`config.mk`:
```
export PLATFORM = sky130hd
export DESIGN_NAME = bitplane_transpose_gray_decoder
export DESIGN_NICKNAME = d
export VERILOG_FILES = /design/src/rtl/bptg_pkg.sv /design/src/rtl/bitplane_transpose_gray_decoder.sv /design/src/rtl/bptg_front.sv /design/src/rtl/bptg_queue.sv /design/src/rtl/bptg_back.sv
export SDC_FILE = /design/constraint.sdc
export NUM_CORES = 1
export LEC_CHECK = 0
export ABC_CLOCK_PERIOD_IN_PS = 5100
export BUFFER_PORTS_ARGS = -buffer_cell sky130_fd_sc_hd__buf_2
export CAP_MARGIN = 40
export CORE_ASPECT_RATIO = 1.4
export CORE_MARGIN = 3
export CORE_UTILIZATION = 40
export DETAILED_ROUTE_END_ITERATION = 8
export PLACE_DENSITY = 0.58
export SETUP_SLACK_MARGIN = 0.4
export SLEW_MARGIN = 0
export SYNTH_ARGS = -nofsm -noshare
export SYNTH_HDL_FRONTEND = slang
export SYNTH_SLANG_ARGS = --single-unit
```
`constraint.sdc`:
```
create_clock -name clk -period 5.1 [get_ports clk]
set_input_delay 0.51 -clock clk [delete_from_list [all_inputs] [get_ports clk]]
set_output_delay 0.51 -clock clk [all_outputs]
set_load 0.05 [all_outputs]
```
`src/rtl/bptg_pkg.sv`:
```
// bptg_pkg: shared types, constants and the gray decode function for the
// bit-plane transpose / gray decoder. No dependencies.
package bptg_pkg;

	localparam int CHANNELS_DEF        = 128;
	localparam int HITS_DEF            = 15;
	localparam int WORDS_PER_FRAME_DEF = 1924;

	localparam int NUM_CHIPS = 4;
	localparam int CHIP_W    = 2;
	localparam int WORD_W    = 16;
	localparam int ADC_W     = 12;
	localparam int CHAN_W    = 7;
	localparam int SLOT_W    = 4;
	localparam int QDEPTH    = 2;
	localparam int QAW       = 1;
	localparam int QCW       = 2;

	localparam logic [CHIP_W-1:0] LAST_CHIP = CHIP_W'(NUM_CHIPS - 1);

	typedef logic [ADC_W-1:0] adc_t;

	// one completed group of four words, ready for decode
	typedef struct packed {
		logic [NUM_CHIPS-1:0]            flag;
		logic [NUM_CHIPS-1:0][ADC_W-1:0] gray;
		logic [CHAN_W-1:0]               chan;
		logic [SLOT_W-1:0]               slot;
	} group_t;

	// each binary bit is the xor of all gray bits at and above it
	function automatic adc_t gray_to_bin(input adc_t g);
		adc_t b;
		b = '0;
		for (int i = 0; i < ADC_W; i++) begin
			b[i] = ^(g >> i);
		end
		return b;
	endfunction

endpackage

```
`src/rtl/bitplane_transpose_gray_decoder.sv`:
```
// bitplane_transpose_gray_decoder: top level, front transposer, group queue
// and decode back end. Depends on bptg_pkg, bptg_front, bptg_queue, bptg_back.
//
//  channel  direction  handshake            payload
//  in       to block   in_valid / in_stall   frame_start, raw_byte
//  out      from block out_valid / out_stall chip_index, channel_index, hit_slot,
//                                            adc_value, flag_bit, last_of_group
//
// one byte per cycle in while in_stall is low; sixteen data bytes complete a group
// of four words, which the back end emits as four results. a group goes into the
// queue, then chip by chip into the output register. the two-entry group queue
// parts the sides; in_stall is high only while it is full.
// reset clears frame state, counters, queue pointers and output valid.
module bitplane_transpose_gray_decoder import bptg_pkg::*; #(
	parameter int CHANNELS        = CHANNELS_DEF,
	parameter int HITS            = HITS_DEF,
	parameter int WORDS_PER_FRAME = WORDS_PER_FRAME_DEF
) (
	input  logic               clk,
	input  logic               arst_n,
	input  logic               in_valid,
	output logic               in_stall,
	input  logic               frame_start,
	input  logic [7:0]         raw_byte,
	output logic               out_valid,
	input  logic               out_stall,
	output logic [CHIP_W-1:0]  chip_index,
	output logic [CHAN_W-1:0]  channel_index,
	output logic [SLOT_W-1:0]  hit_slot,
	output logic [ADC_W-1:0]   adc_value,
	output logic               flag_bit,
	output logic               last_of_group
);
	logic   q_full;
	logic   q_empty;
	logic   push;
	logic   pop;
	group_t push_data;
	group_t head;

	bptg_front #(
		.CHANNELS        (CHANNELS),
		.HITS            (HITS),
		.WORDS_PER_FRAME (WORDS_PER_FRAME)
	) u_front (
		.clk         (clk),
		.arst_n      (arst_n),
		.in_valid    (in_valid),
		.in_stall    (in_stall),
		.frame_start (frame_start),
		.raw_byte    (raw_byte),
		.q_full      (q_full),
		.push        (push),
		.push_data   (push_data)
	);

	bptg_queue u_queue (
		.clk       (clk),
		.arst_n    (arst_n),
		.push      (push),
		.push_data (push_data),
		.pop       (pop),
		.empty     (q_empty),
		.full      (q_full),
		.head      (head)
	);

	bptg_back u_back (
		.clk           (clk),
		.arst_n        (arst_n),
		.q_empty       (q_empty),
		.head          (head),
		.pop           (pop),
		.out_valid     (out_valid),
		.out_stall     (out_stall),
		.chip_index    (chip_index),
		.channel_index (channel_index),
		.hit_slot      (hit_slot),
		.adc_value     (adc_value),
		.flag_bit      (flag_bit),
		.last_of_group (last_of_group)
	);

endmodule

```
`src/rtl/bptg_front.sv`:
```
// bptg_front: takes bytes, transposes nibble bits into four 16-bit words and
// tracks channel and hit slot. Depends on bptg_pkg.
module bptg_front import bptg_pkg::*; #(
	parameter int CHANNELS        = CHANNELS_DEF,
	parameter int HITS            = HITS_DEF,
	parameter int WORDS_PER_FRAME = WORDS_PER_FRAME_DEF
) (
	input  logic         clk,
	input  logic         arst_n,
	input  logic         in_valid,
	output logic         in_stall,
	input  logic         frame_start,
	input  logic [7:0]   raw_byte,
	input  logic         q_full,
	output logic         push,
	output group_t       push_data
);
	localparam int CW  = (CHANNELS > 1) ? $clog2(CHANNELS) : 1;
	localparam int HW  = $clog2(HITS + 1);
	localparam int WCW = $clog2(WORDS_PER_FRAME + 1);

	logic                            active_q;
	logic [3:0]                      bitpos_q;
	logic [WCW-1:0]                  wcnt_q;
	logic [CW-1:0]                   chan_q;
	logic [HW-1:0]                   slot_q;
	logic [NUM_CHIPS-1:0][WORD_W-1:0] word_q;
	logic [NUM_CHIPS-1:0][WORD_W-1:0] word_nx;

	logic        accept;
	logic        data_take;
	logic        word_done;
	logic        emit;
	logic [31:0] chan_wide;
	logic [31:0] slot_wide;

	assign in_stall  = q_full;
	assign accept    = in_valid && !in_stall;
	assign data_take = accept && !frame_start && active_q;
	assign word_done = data_take && (bitpos_q == 4'hf);
	assign emit      = (slot_q < HW'(HITS));
	assign push      = word_done && emit;

	// chip k takes nibble bit 3-k, msb first
	always_comb begin
		for (int k = 0; k < NUM_CHIPS; k++) begin
			word_nx[k] = {word_q[k][WORD_W-2:0], raw_byte[NUM_CHIPS-1-k]};
		end
	end

	assign chan_wide = 32'(chan_q);
	assign slot_wide = 32'(slot_q);

	always_comb begin
		for (int k = 0; k < NUM_CHIPS; k++) begin
			push_data.flag[k] = word_nx[k][WORD_W-1];
			push_data.gray[k] = word_nx[k][ADC_W-1:0];
		end
		push_data.chan = chan_wide[CHAN_W-1:0];
		push_data.slot = slot_wide[SLOT_W-1:0];
	end

	always_ff @(posedge clk or negedge arst_n) begin
		if (!arst_n) begin
			active_q <= 1'b0;
			bitpos_q <= '0;
			wcnt_q   <= '0;
			chan_q   <= '0;
			slot_q   <= '0;
			word_q   <= '0;
		end else if (accept) begin
			if (frame_start) begin
				active_q <= 1'b1;
				bitpos_q <= '0;
				wcnt_q   <= '0;
				chan_q   <= '0;
				slot_q   <= '0;
				word_q   <= '0;
			end else if (active_q) begin
				bitpos_q <= bitpos_q + 4'd1;
				if (bitpos_q == 4'hf) begin
					word_q <= '0;
					wcnt_q <= wcnt_q + WCW'(1);
					if (wcnt_q == WCW'(WORDS_PER_FRAME - 1)) begin
						active_q <= 1'b0;
					end
					if (emit) begin
						if (chan_q == CW'(CHANNELS - 1)) begin
							chan_q <= '0;
							slot_q <= slot_q + HW'(1);
						end else begin
							chan_q <= chan_q + CW'(1);
						end
					end
				end else begin
					word_q <= word_nx;
				end
			end
		end
	end

endmodule

```
`src/rtl/bptg_queue.sv`:
```
// bptg_queue: short queue of completed word groups between front and back.
// Depends on bptg_pkg.
module bptg_queue import bptg_pkg::*; (
	input  logic   clk,
	input  logic   arst_n,
	input  logic   push,
	input  group_t push_data,
	input  logic   pop,
	output logic   empty,
	output logic   full,
	output group_t head
);
	group_t         mem_q [QDEPTH];
	logic [QAW-1:0] wr_q;
	logic [QAW-1:0] rd_q;
	logic [QCW-1:0] cnt_q;

	assign empty = (cnt_q == '0);
	assign full  = (cnt_q == QCW'(QDEPTH));
	assign head  = mem_q[rd_q];

	always_ff @(posedge clk) begin
		if (push) begin
			mem_q[wr_q] <= push_data;
		end
	end

	always_ff @(posedge clk or negedge arst_n) begin
		if (!arst_n) begin
			wr_q  <= '0;
			rd_q  <= '0;
			cnt_q <= '0;
		end else begin
			if (push) begin
				wr_q <= wr_q + QAW'(1);
			end
			if (pop) begin
				rd_q <= rd_q + QAW'(1);
			end
			unique case ({push, pop})
				2'b10:   cnt_q <= cnt_q + QCW'(1);
				2'b01:   cnt_q <= cnt_q - QCW'(1);
				default: cnt_q <= cnt_q;
			endcase
		end
	end

endmodule

```
`src/rtl/bptg_back.sv`:
```
// bptg_back: walks the four chips of the head group, gray decodes each word
// and holds the result in an output register. Depends on bptg_pkg.
module bptg_back import bptg_pkg::*; (
	input  logic               clk,
	input  logic               arst_n,
	input  logic               q_empty,
	input  group_t             head,
	output logic               pop,
	output logic               out_valid,
	input  logic               out_stall,
	output logic [CHIP_W-1:0]  chip_index,
	output logic [CHAN_W-1:0]  channel_index,
	output logic [SLOT_W-1:0]  hit_slot,
	output logic [ADC_W-1:0]   adc_value,
	output logic               flag_bit,
	output logic               last_of_group
);
	logic [CHIP_W-1:0] chip_q;
	logic              valid_q;
	logic              load;

	// output slot free and a group waiting
	assign load = (!valid_q || !out_stall) && !q_empty;
	assign pop  = load && (chip_q == LAST_CHIP);
	assign out_valid = valid_q;

	always_ff @(posedge clk or negedge arst_n) begin
		if (!arst_n) begin
			valid_q <= 1'b0;
			chip_q  <= '0;
		end else begin
			if (load) begin
				valid_q <= 1'b1;
				chip_q  <= chip_q + CHIP_W'(1);
			end else if (!out_stall) begin
				valid_q <= 1'b0;
			end
		end
	end

	always_ff @(posedge clk) begin
		if (load) begin
			chip_index    <= chip_q;
			channel_index <= head.chan;
			hit_slot      <= head.slot;
			adc_value     <= gray_to_bin(head.gray[chip_q]);
			flag_bit      <= head.flag[chip_q];
			last_of_group <= (chip_q == LAST_CHIP);
		end
	end

endmodule

```
==> impl_results.md <==
* Status: finished clean
* Worst Tran Pin Value at 0.7689 ns
* Compound-Gate Fraction of Synth Area at 7.425%
* Post-synth EDFFs at 153
* Crit path cell chain: mux4_2 > mux2i_1 > xor2_1 > xnor2_1 > xnor3_1 > xor2_1
* Fin. Hold Viols at 0
* CP Max Fanout at 18
* Leak at 4.245 nW
* Worst skew pair latency at 0.50 ns
* Adder-Cell Fraction of Synth Area at 0.7843%
* Final min period at 3.274 ns
* Post-synthesis mux area share at 9.281%
* Fin nets at 619
* Crit Path Category: reg -> reg
* Clock sink count at 247
* Critical Path RT at 5.34 ns
* Worst path max stage delay at 0.77 ns
* Sum Neg Setup Slack at 0 ns
* Critical R2R Capture: u_back.adc_value[1]
* Most used cell, CP: xor2_1
* Post-synth ARST share at 38.06%
* Total stage count of the critical path at 6
* DIE AREA at 25,850 um^2
* Maximum vdd drop at 0.2331 mV
* Total grt overflow at 0
* Main combinational cell family by area after synthesis: multiplexers
* Register area share after synthesis at 72.58%
* Io pins at 42
* XOR/XNOR Fraction of Synth Area at 4.444%
* DRC Markers at 0
* Flip-flop and latch count after synthesis at 247
* Num CTS Buffers at 24
* PwrDens at 366.6 nW/um^2
* Root buf cell: clkbuf_16
* CP endpoint kind: register
* Top FF cell, synth: edfxtp_1
* First-pass GRT wire length at 27,610 um
* Pins over their slew limit at 0
* Largest net degree at the start of global routing at 61
* Mapped cell area at 9572 um^2
* Number of max-cap violations at 0
* Buf/Inv on CP at 0
* Reg2Reg Setup Slack at 1.83 ns
* Worst Hold Slack at 0.2209 ns
* Final Power at 4.014 mW
* Post-Synth Simple-Gate Area at 4.000%
* Pre-CTS setup slack at 1.743 ns
* Synthesized area per cell at 17.37 um^2
* Clk slew on worst S/H paths at 0.06 ns
* Core Rows at 66
* Fin util at 46.86%
* Gr usage total at 13.40%
* Arr. time, crit path at 3.52 ns
* Port Buffers at 37
* Delay-heaviest family, CP: XOR/XNOR gates
* Die height at 189.0 um
* DRT iter0 DRCs at 358
* CP endpoint: u_back.adc_value[1]
* Drt wl/cell at 18.14 um
* Clock Skew at 0.006845 ns
* CP Launch Type: register
* Postcts setup bufs at 0
* Antenna diode count at 0
* Type of the worst min-delay path: in -> reg
* Ratio of cells with drive above 1 in the final layout at 20.06%
* Number of antenna violations at the first check in global routing at 0
* GPL Wtd Cong at 0.7593
* Max Freq at 305.4 MHz
* Initial Util at 40.96%
* Worst-case reg-to-reg path depth at 6
* Vias in the first global route at 5,226
* Routed vias at 4,809
* Synth Instances at 551
* Syn Nets at 570
* Final worst-path cycle share at 64.20%
* Fillers at 1,990
* Synth cell types at 44
* Hold path depth at 1
* CTS tree: done
* Area Overhead vs Synth at 14.42%
* H-tree Lvls at 1
* Critical R2R Launch: u_queue.rd_q
* Post-DRT Antenna Nets at 0
* Max clock buf depth at 3
* Crit. Startpoint: u_queue.rd_q
* # setup viols final at 0
* WL final at 16,760 um
* Ys Warns at 0
* DR vias/cell at 5.205
* Final WS setup at 1.826 ns
* Dpl hpwl at 10,540 um
* Die W at 136.7 um
* Max-slew headroom at 48.74%
* Crit path max-delay cell type: dfrtp_2
* First-pass DRT Iterations at 7
* RSZ-0062 raised after global routing: false
* Core area at 23,370 um^2
repair_timing:
action                    in CTS  in global routing
hold endpoints to repair      38                  0
hold buffers                   1                  0
gates resized for setup        0                  0
state kept, by name (all words and copies together) (netlist names), 2 cells and up:
signal                flops
u_back.chip_index         2
u_front.push_data        48
u_front.slot_q            4
u_front.word_nx          12
u_queue.mem_q           126
u_front.bitpos_q          4
u_back.chip_q             2
u_back.hit_slot           4
u_queue.cnt_q             2
u_front.chan_q            7
u_front.wcnt_q           11
u_back.channel_index      7
u_back.adc_value         12
worst reg2reg max path, cell delays in order (launching register included):
cell	delay (ns)
dfrtp_2	0.77
mux4_2	0.60
mux2i_1	0.35
xor2_1	0.18
xnor2_1	0.49
xnor3_1	0.46
xor2_1	0.17
cells in the final DEF (no fill, tap or decap), types with 2 or more instances in the layout:
cell	synthesis	layout
a21oi_1	8	7
a22o_1	61	61
and2_1	2	2
and3_1	4	3
buf_2	3	36
buf_4	1	10
clkbuf_1	19	7
clkbuf_16	0	25
clkbuf_8	0	6
clkinv_2	0	3
dfrtp_1	94	93
edfxtp_1	153	153
ha_1	6	6
inv_1	9	9
mux2_1	10	10
mux2_2	4	4
mux2i_1	10	10
mux2i_4	2	2
mux4_2	26	26
nand2_1	20	20
nand3_1	8	7
nand4_1	5	5
nor2_1	20	19
nor3_1	9	8
o21ai_0	2	2
o21ai_1	15	15
or2_1	2	2
or3_1	3	3
xnor2_1	21	21
xor2_1	16	16
xor2_4	2	2
worst min-delay path by stage:
stage / start / to / slack [ns]
after global routing: raw_byte[3] / u_queue.mem_q[1][11] / 0.21
after global placement: u_front.push_data[60] / u_queue.mem_q[1][60] / 0.45
after detailed placement: u_front.push_data[61] / u_queue.mem_q[0][61] / 0.47
after CTS: raw_byte[2] / u_queue.mem_q[0][23] / 0.20
after floorplan: arst_n / u_back.chip_q[0] / 0.21
final: raw_byte[2] / u_queue.mem_q[0][23] / 0.22
cell usage after synthesis, drive strengths merged, types with 3 or more instances:
cell,count,share of area (%)
a21oi,8,0.42
a22o,61,5.6
and3,4,0.26
buf,6,0.39
clkbuf,19,0.75
dfrtp,94,25
edfxtp,153,48
ha,6,0.78
inv,9,0.35
mux2,14,1.6
mux2i,12,1.5
mux4,26,6.1
nand2,20,0.78
nand3,8,0.42
nand4,5,0.33
nor2,20,0.78
nor3,9,0.47
o21ai,17,0.89
or3,3,0.20
xnor2,21,1.9
xor2,18,2.0
through the flow:
step / cells / instance area [um^2]
2_1_floorplan: 551 / 9572
3_3_place_gp: 878 / 10130
3_5_place_dp: 879 / 10150
4_1_cts: 924 / 10950
5_1_grt: 924 / 10950
6_report: 924 / 10950
per-layer routing:
layer	track usage [%]	part of all wire [%]
met1	16.81	42
met2	24.26	53
met3	2.073	3.7
met4	3.064	1.4
met5	0	0
layout make-up:
class | instances | area [um^2] | share of cell area (%)
repair buffers | 48 | 285.3 | 2.605
inverters | 9 | 33.78 | 0.3085
clock inverters | 6 | 55.05 | 0.5027
flip-flops and latches | 247 | 6948 | 63.44
multi-input cells | 270 | 2512 | 22.94
clock buffers | 38 | 734.5 | 6.706
well taps | 306 | 382.9 | 3.496
power breakdown:
part	switching, mW	leakage, nW	total, mW	internal (mW)
Combinational	0.0587	1.09	0.0877	0.0290
Sequential	0.0352	2.76	2.18	2.15
Clock	0.707	0.391	1.74	1.04
Total	0.801	4.24	4.01	3.21
cell families after synthesis:
family | after synthesis
adder cells (fa/ha/maj) | 6
buffers and inverters | 34
flip-flops | 247
AND/OR/NAND/NOR | 79
multiplexers | 52
XOR/XNOR | 41
AO/OA/AOI/OAI | 92
No activity file was read; power rests on OpenSTA's default activity.
